**src/rtl/core/sha256_pkg.sv**
```systemverilog
`timescale 1ns / 1ps
`default_nettype none
package sha256_pkg;

  typedef struct packed {
    logic [7:0] data_byte;
    logic       has_byte;
    logic       message_end;
  } in_req_t;

  typedef struct packed {
    logic [31:0] digest_word;
    logic [2:0]  word_index;
    logic        digest_last;
  } out_req_t;

  typedef enum logic [2:0] {
    ST_IDLE,
    ST_LOAD,
    ST_ROUND,
    ST_FOLD,
    ST_PAD,
    ST_EMIT
  } ctl_state_t;

  // Controller to datapath.
  typedef struct packed {
    logic take_byte;    // write input byte, bump count
    logic put_pad;      // write 0x80 at current position
    logic put_len;      // write bit length into words 14, 15
    logic start;        // load schedule and working vars
    logic round;        // run one round
    logic fold;         // add working vars into chain, clear block
    logic emit_shift;   // shift chain for output
    logic reinit;       // reset chain, block and count
  } sha_cmd_t;

  // Datapath to controller.
  typedef struct packed {
    logic [5:0] pos;    // byte position in block
    logic       last_round;
  } sha_stat_t;

  localparam logic [31:0] INIT_H [8] = '{
    32'h6a09e667, 32'hbb67ae85, 32'h3c6ef372, 32'ha54ff53a,
    32'h510e527f, 32'h9b05688c, 32'h1f83d9ab, 32'h5be0cd19
  };

  localparam logic [7:0] PAD_BYTE = 8'h80;

  function automatic logic [31:0] round_k(input logic [5:0] t);
    logic [31:0] k;
    unique case (t)
      6'd0:  k = 32'h428a2f98; 6'd1:  k = 32'h71374491;
      6'd2:  k = 32'hb5c0fbcf; 6'd3:  k = 32'he9b5dba5;
      6'd4:  k = 32'h3956c25b; 6'd5:  k = 32'h59f111f1;
      6'd6:  k = 32'h923f82a4; 6'd7:  k = 32'hab1c5ed5;
      6'd8:  k = 32'hd807aa98; 6'd9:  k = 32'h12835b01;
      6'd10: k = 32'h243185be; 6'd11: k = 32'h550c7dc3;
      6'd12: k = 32'h72be5d74; 6'd13: k = 32'h80deb1fe;
      6'd14: k = 32'h9bdc06a7; 6'd15: k = 32'hc19bf174;
      6'd16: k = 32'he49b69c1; 6'd17: k = 32'hefbe4786;
      6'd18: k = 32'h0fc19dc6; 6'd19: k = 32'h240ca1cc;
      6'd20: k = 32'h2de92c6f; 6'd21: k = 32'h4a7484aa;
      6'd22: k = 32'h5cb0a9dc; 6'd23: k = 32'h76f988da;
      6'd24: k = 32'h983e5152; 6'd25: k = 32'ha831c66d;
      6'd26: k = 32'hb00327c8; 6'd27: k = 32'hbf597fc7;
      6'd28: k = 32'hc6e00bf3; 6'd29: k = 32'hd5a79147;
      6'd30: k = 32'h06ca6351; 6'd31: k = 32'h14292967;
      6'd32: k = 32'h27b70a85; 6'd33: k = 32'h2e1b2138;
      6'd34: k = 32'h4d2c6dfc; 6'd35: k = 32'h53380d13;
      6'd36: k = 32'h650a7354; 6'd37: k = 32'h766a0abb;
      6'd38: k = 32'h81c2c92e; 6'd39: k = 32'h92722c85;
      6'd40: k = 32'ha2bfe8a1; 6'd41: k = 32'ha81a664b;
      6'd42: k = 32'hc24b8b70; 6'd43: k = 32'hc76c51a3;
      6'd44: k = 32'hd192e819; 6'd45: k = 32'hd6990624;
      6'd46: k = 32'hf40e3585; 6'd47: k = 32'h106aa070;
      6'd48: k = 32'h19a4c116; 6'd49: k = 32'h1e376c08;
      6'd50: k = 32'h2748774c; 6'd51: k = 32'h34b0bcb5;
      6'd52: k = 32'h391c0cb3; 6'd53: k = 32'h4ed8aa4a;
      6'd54: k = 32'h5b9cca4f; 6'd55: k = 32'h682e6ff3;
      6'd56: k = 32'h748f82ee; 6'd57: k = 32'h78a5636f;
      6'd58: k = 32'h84c87814; 6'd59: k = 32'h8cc70208;
      6'd60: k = 32'h90befffa; 6'd61: k = 32'ha4506ceb;
      6'd62: k = 32'hbef9a3f7; 6'd63: k = 32'hc67178f2;
      default: k = 32'h0;
    endcase
    return k;
  endfunction

endpackage
`default_nettype wire

```
**src/rtl/core/sha256_message_hasher_core.sv**
```systemverilog
`timescale 1ns / 1ps
`default_nettype none
// Channel | Dir | Handshake          | Payload
// in      | in  | in_valid/in_stall  | sha256_pkg::in_req_t  (byte, has_byte, end)
// out     | out | out_valid/out_stall| sha256_pkg::out_req_t (word, index, last)
//
// A byte that does not complete a block is written into the block. A block
// completion runs a load, 64 rounds and a fold on the single shared round
// unit. Finishing runs a pad step, a load, 64 rounds and a fold per
// padding block (one or two), then eight output requests, one per cycle
// unless stalled.
// rst is synchronous and restores the initial chain, an empty block and a
// zero byte count. in_stall stays high while a block compresses or words go out.
module sha256_message_hasher_core (
  input  wire logic                  clk,
  input  wire logic                  rst,
  input  wire logic                  in_valid,
  output logic                       in_stall,
  input  wire sha256_pkg::in_req_t   in_req,
  output logic                       out_valid,
  input  wire logic                  out_stall,
  output sha256_pkg::out_req_t       out_req
);
  import sha256_pkg::*;

  sha_cmd_t    cmd;
  sha_stat_t   stat;
  logic [2:0]  out_index;
  logic [31:0] head_word;

  sha256_ctrl u_ctrl (
    .clk       (clk),
    .rst       (rst),
    .in_valid  (in_valid),
    .in_req    (in_req),
    .in_stall  (in_stall),
    .out_valid (out_valid),
    .out_stall (out_stall),
    .out_index (out_index),
    .cmd       (cmd),
    .stat      (stat)
  );

  sha256_datapath u_dp (
    .clk       (clk),
    .rst       (rst),
    .cmd       (cmd),
    .data_byte (in_req.data_byte),
    .stat      (stat),
    .head_word (head_word)
  );

  assign out_req.digest_word = head_word;
  assign out_req.word_index  = out_index;
  assign out_req.digest_last = (out_index == 3'd7);
endmodule
`default_nettype wire

```
**src/rtl/core/sha256_datapath.sv**
```systemverilog
`timescale 1ns / 1ps
`default_nettype none
module sha256_datapath (
  input  wire logic                  clk,
  input  wire logic                  rst,
  input  wire sha256_pkg::sha_cmd_t  cmd,
  input  wire logic [7:0]            data_byte,
  output sha256_pkg::sha_stat_t      stat,
  output logic [31:0]                head_word
);
  import sha256_pkg::*;

  logic [31:0] chain [8];
  logic [31:0] blk [16];
  logic [60:0] byte_count;
  logic [31:0] win [16];
  logic [31:0] v [8];
  logic [5:0]  rnd;

  logic [31:0] w_t, sg0, sg1, s0, s1, ch, mj, t1, t2;
  logic [31:0] w2, w15;
  logic [5:0]  wr_pos;
  logic [7:0]  wr_byte;
  logic [63:0] bits;

  function automatic logic [31:0] rotr(input logic [31:0] x, input int n);
    return (x >> n) | (x << (32 - n));
  endfunction

  assign w2  = win[14];
  assign w15 = win[1];
  assign sg1 = rotr(w2, 17) ^ rotr(w2, 19) ^ (w2 >> 10);
  assign sg0 = rotr(w15, 7) ^ rotr(w15, 18) ^ (w15 >> 3);
  // Window is a shift line: win[0] is w[t] for rounds below 16.
  assign w_t = (rnd < 6'd16) ? win[0] : (sg1 + win[9] + sg0 + win[0]);
  assign s1  = rotr(v[4], 6) ^ rotr(v[4], 11) ^ rotr(v[4], 25);
  assign ch  = (v[4] & v[5]) ^ (~v[4] & v[6]);
  assign t1  = v[7] + s1 + ch + round_k(rnd) + w_t;
  assign s0  = rotr(v[0], 2) ^ rotr(v[0], 13) ^ rotr(v[0], 22);
  assign mj  = (v[0] & v[1]) ^ (v[0] & v[2]) ^ (v[1] & v[2]);
  assign t2  = s0 + mj;

  assign wr_pos  = byte_count[5:0];
  assign wr_byte = cmd.put_pad ? PAD_BYTE : data_byte;
  assign bits    = {byte_count, 3'b000};

  assign stat.pos        = byte_count[5:0];
  assign stat.last_round = (rnd == 6'd63);
  assign head_word       = chain[0];

  always_ff @(posedge clk) begin
    if (rst || cmd.reinit) begin
      for (int i = 0; i < 8; i++) chain[i] <= INIT_H[i];
      for (int i = 0; i < 16; i++) blk[i] <= '0;
      byte_count <= '0;
      rnd <= '0;
    end else begin
      if (cmd.take_byte || cmd.put_pad) begin
        case (wr_pos[1:0])
          2'd0: blk[wr_pos[5:2]][31:24] <= wr_byte;
          2'd1: blk[wr_pos[5:2]][23:16] <= wr_byte;
          2'd2: blk[wr_pos[5:2]][15:8]  <= wr_byte;
          default: blk[wr_pos[5:2]][7:0] <= wr_byte;
        endcase
      end
      if (cmd.take_byte) byte_count <= byte_count + 61'd1;
      if (cmd.put_len) begin
        blk[14] <= bits[63:32];
        blk[15] <= bits[31:0];
      end
      if (cmd.start) rnd <= '0;
      if (cmd.round) rnd <= rnd + 6'd1;
      if (cmd.fold) begin
        for (int i = 0; i < 8; i++) chain[i] <= chain[i] + v[i];
        for (int i = 0; i < 16; i++) blk[i] <= '0;
      end
      if (cmd.emit_shift) begin
        for (int i = 0; i < 7; i++) chain[i] <= chain[i+1];
        chain[7] <= chain[0];
      end
    end
  end

  always_ff @(posedge clk) begin
    if (cmd.start) begin
      for (int i = 0; i < 16; i++) win[i] <= blk[i];
      for (int i = 0; i < 8; i++) v[i] <= chain[i];
    end else if (cmd.round) begin
      for (int i = 0; i < 15; i++) win[i] <= win[i+1];
      win[15] <= w_t;
      for (int i = 7; i > 0; i--) v[i] <= v[i-1];
      v[4] <= v[3] + t1;
      v[0] <= t1 + t2;
    end
  end
endmodule
`default_nettype wire

```
**src/rtl/core/sha256_ctrl.sv**
```systemverilog
`timescale 1ns / 1ps
`default_nettype none
module sha256_ctrl (
  input  wire logic                  clk,
  input  wire logic                  rst,
  input  wire logic                  in_valid,
  input  wire sha256_pkg::in_req_t   in_req,
  output logic                       in_stall,
  output logic                       out_valid,
  input  wire logic                  out_stall,
  output logic [2:0]                 out_index,
  output sha256_pkg::sha_cmd_t       cmd,
  input  wire sha256_pkg::sha_stat_t stat
);
  import sha256_pkg::*;

  ctl_state_t state, state_next;
  logic       fin;        // padding still to finish
  logic       len_done;   // length has been placed in the block
  logic       fin_next, len_done_next;
  logic [2:0] out_index_next;
  logic       take, ends_blk, out_fire;
  logic       pad_seen, pad_seen_next;

  assign take     = in_valid && (state == ST_IDLE);
  assign ends_blk = in_req.has_byte && (stat.pos == 6'd63);
  assign out_fire = (state == ST_EMIT) && !out_stall;

  always_ff @(posedge clk) begin
    if (rst) begin
      state <= ST_IDLE;
      fin <= 1'b0;
      len_done <= 1'b0;
      out_index <= '0;
    end else begin
      state <= state_next;
      fin <= fin_next;
      len_done <= len_done_next;
      out_index <= out_index_next;
    end
  end

  always_comb begin
    state_next = state;
    fin_next = fin;
    len_done_next = len_done;
    out_index_next = out_index;
    unique case (state)
      ST_IDLE: begin
        if (take) begin
          fin_next = in_req.message_end;
          len_done_next = 1'b0;
          if (ends_blk) state_next = ST_LOAD;
          else if (in_req.message_end) state_next = ST_PAD;
        end
      end
      // Block bytes are settled here, so the load sees the final byte.
      ST_LOAD: state_next = ST_ROUND;
      ST_ROUND: if (stat.last_round) state_next = ST_FOLD;
      ST_FOLD: begin
        if (!fin) state_next = ST_IDLE;
        else if (len_done) begin
          state_next = ST_EMIT;
          out_index_next = '0;
        end else state_next = ST_PAD;
      end
      ST_PAD: begin
        // Pad byte placed here on the first pass; length goes in only when it fits.
        state_next = ST_LOAD;
        if (pad_seen || (stat.pos < 6'd56)) len_done_next = 1'b1;
      end
      ST_EMIT: begin
        if (out_fire) begin
          out_index_next = out_index + 3'd1;
          if (out_index == 3'd7) state_next = ST_IDLE;
        end
      end
      default: state_next = ST_IDLE;
    endcase
  end

  // Second pass through ST_PAD (extra length block) writes no pad byte.
  always_ff @(posedge clk) begin
    if (rst) pad_seen <= 1'b0;
    else pad_seen <= pad_seen_next;
  end
  always_comb begin
    pad_seen_next = pad_seen;
    if (state == ST_IDLE) pad_seen_next = 1'b0;
    else if (state == ST_PAD) pad_seen_next = 1'b1;
  end

  always_comb begin
    cmd = '0;
    in_stall = 1'b1;
    out_valid = 1'b0;
    unique case (state)
      ST_IDLE: begin
        in_stall = 1'b0;
        cmd.take_byte = take && in_req.has_byte;
      end
      ST_LOAD: cmd.start = 1'b1;
      ST_ROUND: cmd.round = 1'b1;
      ST_FOLD: cmd.fold = 1'b1;
      ST_PAD: begin
        cmd.put_pad = !pad_seen;
        cmd.put_len = pad_seen || (stat.pos < 6'd56);
      end
      ST_EMIT: begin
        out_valid = 1'b1;
        cmd.emit_shift = out_fire;
        cmd.reinit = out_fire && (out_index == 3'd7);
      end
      default: ;
    endcase
  end

  assert property (@(posedge clk) disable iff (rst)
    out_valid |-> state == ST_EMIT)
    else $error("output outside emit");
  assert property (@(posedge clk) disable iff (rst)
    (state == ST_EMIT && out_stall) |=> $stable(out_index))
    else $error("index moved under stall");
  assert property (@(posedge clk) disable iff (rst)
    (state == ST_ROUND && stat.last_round) |=> state == ST_FOLD)
    else $error("round count overrun");
endmodule
`default_nettype wire
```
**config.mk**
```make
export PLATFORM = sky130hd
export DESIGN_NAME = sha256_message_hasher_core
export DESIGN_NICKNAME = d
export VERILOG_FILES = /design/src/rtl/core/sha256_pkg.sv /design/src/rtl/core/sha256_message_hasher_core.sv /design/src/rtl/core/sha256_datapath.sv /design/src/rtl/core/sha256_ctrl.sv
export SDC_FILE = /design/constraint.sdc
export NUM_CORES = 2
export LEC_CHECK = 0
export BUFFER_PORTS_ARGS = -buffer_cell sky130_fd_sc_hd__buf_2
export CAP_MARGIN = 40
export CORE_ASPECT_RATIO = 0.8
export CORE_MARGIN = 2
export CORE_UTILIZATION = 65
export CTS_CLUSTER_SIZE = 12
export DETAILED_ROUTE_END_ITERATION = 12
export MAX_ROUTING_LAYER = met4
export PLACE_DENSITY = 0.81
export SYNTH_ARGS = -nofsm -noshare
export SYNTH_HDL_FRONTEND = slang
export SYNTH_HIERARCHICAL = 1
export SYNTH_SLANG_ARGS = --single-unit
```
**constraint.sdc**
```tcl
create_clock -name clk -period 21.3 [get_ports clk]
set_clock_uncertainty 0.2 [all_clocks]
set_input_delay 4.26 -clock clk [delete_from_list [all_inputs] [get_ports clk]]
set_output_delay 4.26 -clock clk [all_outputs]
set_load 0.1 [all_outputs]
```
# After elaboration in Yosys (flattened, before gate mapping)
# Memory sizes are Yosys's and may differ from the RTL's. A register that Yosys moved wholly into a read port is not among the register bits.
# Cells that the tools add are included.
[totals] regBits=76 ramBits=1536 romBits=2048 in_bits=14 output_inout_bits=38 memories=5
[mem_list] name="(no name shown)" depth=64 width=32 rd=1 rd_clocked_by_memory_dff=1 write_ports=0 line_no="sha256_pkg.sv:53" source="unique case (t)"
[mem_list] name="u_dp.blk" depth=16 width=32 rd=16 rd_clocked_by_memory_dff=0 write_ports=16 line_no="sha256_datapath.sv:14" source="logic [31:0] blk [16];"
[mem_list] name="u_dp.win" depth=16 width=32 rd=16 rd_clocked_by_memory_dff=0 write_ports=16 line_no="sha256_datapath.sv:16" source="logic [31:0] win [16];"
[mem_list] name="u_dp.chain" depth=8 width=32 rd=8 rd_clocked_by_memory_dff=0 write_ports=8 line_no="sha256_datapath.sv:13" source="logic [31:0] chain [8];"
[mem_list] name="u_dp.v" depth=8 width=32 rd=8 rd_clocked_by_memory_dff=0 write_ports=8 line_no="sha256_datapath.sv:17" source="logic [31:0] v [8];"
[classes] addsub=21 n_lt_le_gt_ge=2 eq_ne=18 mux=124 n_bitwise=86 n_reduce_logical=22
[op_table] cell="$mux 32" n=61
[op_table] cell="$add 32x32->32" n=18
[op_table] cell="$xor 32x32->32" n=9
[op_table] cell="$and 32x32->32" n=5
[op_table] cell="$add 61x1->61 const B" n=1
[op_table] cell="$or 1x1->1" n=59
[op_table] cell="$mux 1" n=41
[op_table] cell="$not 32->32" n=1
[op_table] cell="$or 10x32->32" n=1
[op_table] cell="$or 13x32->32" n=1
[op_table] cell="$or 14x32->32" n=1
[op_table] cell="$or 15x32->32" n=1
[op_table] cell="$or 19x32->32" n=1
[op_table] cell="$or 21x32->32" n=1
[op_table] cell="$or 25x32->32" n=1
[op_table] cell="$or 26x32->32" n=1
[op_table] cell="$or 30x32->32" n=1
[op_table] cell="$or 7x32->32" n=1
[op_table] cell="$reduce_or 32->1" n=1
[op_table] cell="$xor 32x22->32" n=1
[op_table] cell="$xor 32x29->32" n=1
[op_table] cell="$mux 3" n=10
[op_table] cell="$mux 6" n=4
[op_table] cell="$pmux 3 s6" n=1
[op_table] cell="other kinds (30)" n=50

# Depth between registers and ports, before layout
# An unclocked memory read counts as a cell.
[logic_depth] word_depth=11 mapped_depth=48

# Modules after synthesis
# The synthesis kept the hierarchy.
[modules_own_cells] mod="sha256_datapath" n_inst=1 cells_each=9039 area_each_um2=93009.2
[modules_own_cells] mod="sha256_ctrl" n_inst=1 cells_each=71 area_each_um2=556.8
[modules_own_cells] mod="sha256_message_hasher_core" n_inst=1 cells_each=1 area_each_um2=6.3

# Worst setup path before layout
# Ideal clock, no wire load.
[synth_timing] path_type="reg-to-reg" from="register u_ctrl.state[1]" to="memory u_dp.v[0][0], enable pin" arrival_ps=15926 path_slack_ps=4067 stages_incl_launch_ff=5 path_buffers=1 synth_period_minus_slack_ps=17233 path_cell_list="dfxtp_1 -> buf_2 -> nor3b_1 -> nor2_1 -> inv_1"
[synth_lines] item="start, declared" line_no="sha256_ctrl.sv:17" source="ctl_state_t state, state_next;"
[synth_lines] item="start signal, assigned" line_no="sha256_ctrl.sv:36" source="state <= state_next;"
[synth_lines] item="end, declared" line_no="sha256_datapath.sv:17"

==> reports/results.tsv <==
metric	value	unit
Reg2Reg Capture Point	u_dp/v[0][31]$_DFFE_PP_	
worst path required time	21.69	ns
Max-Cap Viols	0	
P_leak	39.70	nW
worst slew pin tran	1.130	ns
commonest non-fill, non-tap cell in the layout	nand2_1	
post-route setup TNS	0	ns
hold path cells	2	
FP Rows	124	
commonest non-fill, non-tap cells in the layout	2078 x nand2_1, 1536 x edfxtp_1, 886 x nor2_1	
Final GP Congestion	1.029	
R2R Setup Slk	9.50	ns
first-pass GRT wire length	441800	um
relative slew slack	24.68	%
Post-Syn Area	93570	um^2
via/cell ratio	6.557	
Final Max Tran Viols	0	
antenna violations before repair	18	
Synth Flop Type	edfxtp_1	
RSZ-0062 raised after global routing	no	
Worst VDD drop	0.0001777	V
CTS tree	built	
Pre-antenna DRT Iters	8	
final worst path period share	55.41	%
crit-path max cell delay	0.50	ns
Worst Hold End	u_ctrl/len_done$_SDFFE_PP0P_	
Initial Util	65.48	%
Total GRT Usage	42.01	%
Max Fclk	84.73	MHz
die extent in x	428.2	um
Worst path slowest cell	fa_1	
IO buf count	51	
I/O pins	52	
HP Class	register to register	
Setup crit start kind	register	
path depth of the worst reg2reg path	44	
CTS buffer count	170	
largest net degree at the start of global routing	199	
Crit Reg-Reg Startpoint	u_dp/win[0][468]$_DFFE_PP_	
vias	72120	
Post-synth EDFFs	1536	
H-tree Lvls	4	
Routed WL	304100	um
Ys Warns	6	
#FFs+latches synth	1644	
Resized Gates After CTS	0	
CP Capture Type	register	
Yosys cell types	101	
Die H	343.4	um
layout cell share with drive strength beyond 1	7.850	%
die area	147000	um^2
maximum fanout count along the critical path	5	
Power per Cell Area	119.7	nW/um^2
CTS clk-pin slew, worst paths	0.06	ns
cell count after synthesis	9111	
Avg Cell Area, Syn	10.27	um^2
Congestion Overflow GR	0	
# Post-CTS Setup Buffers	0	
worst-skew pair later-pin latency	0.83	ns
CP arrival	12.19	ns
final-stage net count	9602	
synthesis-to-finish area growth	7.996	%
initial drt markers	11820	
Crit Path Category	register to register	
Routed WL per cell	27.65	um
final worst path period need	11.80	ns
vias in the first global route	66830	
status	finished clean	
Clock Tree Buf Depth	3	
CTS root buffer	clkbuf_16	
Mapped Nets	9716	
hold slack final	0.2925	ns
clk sinks	1644	
cts hold-fix bufs	0	
Remaining DRCs	0	
HP Start	u_ctrl/len_done$_SDFFE_PP0P_	
ys async rst share	0	%
core area	142900	um^2
Hold Vio Cnt, Final	0	
Fillers	10210	
sequential element share of the synthesized area	51.60	%
Final setup viols	0	
Routed Antenna Nets	0	
hpwl dp	216000	um
==> flip-flops by register name, summed over array words and instances, names as in the netlist, named ones only <==
signal,cells
u_dp/byte_count,61
u_ctrl/state,3
u_ctrl/pad_seen,1
u_dp/blk,512
u_dp/v,256
u_dp/rnd,6
u_dp/win,512
u_ctrl/fin,1
u_ctrl/len_done,1
u_dp/chain,256
u_ctrl/out_index,3
==> final cells by class <==
class / count / area (um^2) / area share [%]
Antenna cell: 13 / 32.53 / 0.03219
Timing Repair Buffer: 207 / 1832 / 1.813
Clock inverter: 53 / 545.5 / 0.5398
Sequential cell: 1644 / 48290 / 47.78
Clock buffer: 217 / 4543 / 4.496
Tap cell: 1890 / 2365 / 2.340
Inverter: 372 / 1404 / 1.389
Multi-Input combinational cell: 6602 / 42050 / 41.61
==> critical path: cells and delay by family (launching register included) <==
family / cells / cell delay (ns)
muxes: 1 / 0.26
AOI/OAI and AO/OA: 16 / 3.61
buffers and inverters: 7 / 0.45
xor gates and xnor gates: 5 / 1.36
adders and majority gates: 10 / 4.22
DFF: 1 / 0.48
and+or+nand+nor: 5 / 0.98
==> where the power goes <==
group	internal, mW	switching (mW)	total, mW
Combinational	2.13	3.28	5.41
Sequential	3.74	0.135	3.87
Clock	1.52	1.30	2.82
==> metal layers <==
layer	up-vias	GRT usage, %	wire length (um)
li1	31340	-	-
met1	35070	64.43	126500
met2	5222	54.87	122200
met3	484	12.45	49390
met4	0	8.355	5980
met5	-	-	0
==> cell families after synthesis <==
group                    count (synthesis)  synth area share (%)
AO/OA/AOI/OAI                         1606                 10.83
XOR/XNOR                               633                 5.962
adder cells (fa/ha/maj)                611                 9.681
buffers and inverters                  865                 3.653
flip-flops                            1644                 51.60
multiplexers                           244                 2.908
AND/OR/NAND/NOR                       3508                 15.36
==> synth_stat cells, drive strengths merged, types with 44 or more instances <==
cell / count / area share, %
nor2b: 64 / 0.44
ha: 396 / 5.3
nor3: 97 / 0.52
fa: 195 / 4.2
a211oi: 46 / 0.37
o211ai: 49 / 0.39
a21o: 176 / 1.4
a31oi: 44 / 0.31
buf: 71 / 0.46
a21oi: 467 / 2.5
o21bai: 44 / 0.35
dfxtp: 108 / 2.3
clkbuf: 422 / 1.7
xor2: 218 / 2.0
nand2b: 89 / 0.60
nand3: 82 / 0.44
xnor2: 413 / 3.9
o21ai: 447 / 2.4
edfxtp: 1536 / 49
a22o: 67 / 0.63
o21a: 50 / 0.40
nand2: 2081 / 8.3
nor2: 892 / 3.6
inv: 371 / 1.5
mux2: 220 / 2.7
==> metrics by stage <==
stage / area [um^2] / util [%] / power [mW] / setup WS [ns] / instances
finish: 101100 / 70.72 / 12.10 / 9.497 / 11000
global route: 101000 / 70.72 / 12.66 / 9.071 / 11000
CTS: 101000 / 70.68 / 11.92 / 9.710 / 10980
detailed placement: 95910 / 67.12 / 9.098 / 9.723 / 10710
global placement: 95250 / 66.66 / 8.989 / 9.828 / 10670
floorplan: 93570 / - / 7.810 / 4.068 / 9111
==> how the worst max path moves through the flow <==
stage	from	end	slack [ns]	cells past startpoint
final	u_dp/win[0][468]$_DFFE_PP_	u_dp/v[0][31]$_DFFE_PP_	9.50	44
after global routing	u_dp/win[0][52]$_DFFE_PP_	u_dp/v[0][31]$_DFFE_PP_	9.07	41
after CTS	u_dp/win[0][468]$_DFFE_PP_	u_dp/v[0][31]$_DFFE_PP_	9.71	44
after detailed placement	u_dp/win[0][468]$_DFFE_PP_	u_dp/v[0][31]$_DFFE_PP_	9.72	44
after global placement	u_dp/win[0][468]$_DFFE_PP_	u_dp/v[0][31]$_DFFE_PP_	9.83	44
after floorplan	u_ctrl/state[1]$_SDFFE_PP0P_	u_dp/v[0][0]$_DFFE_PP_	4.07	4
No activity file was read; power rests on OpenSTA's default activity.
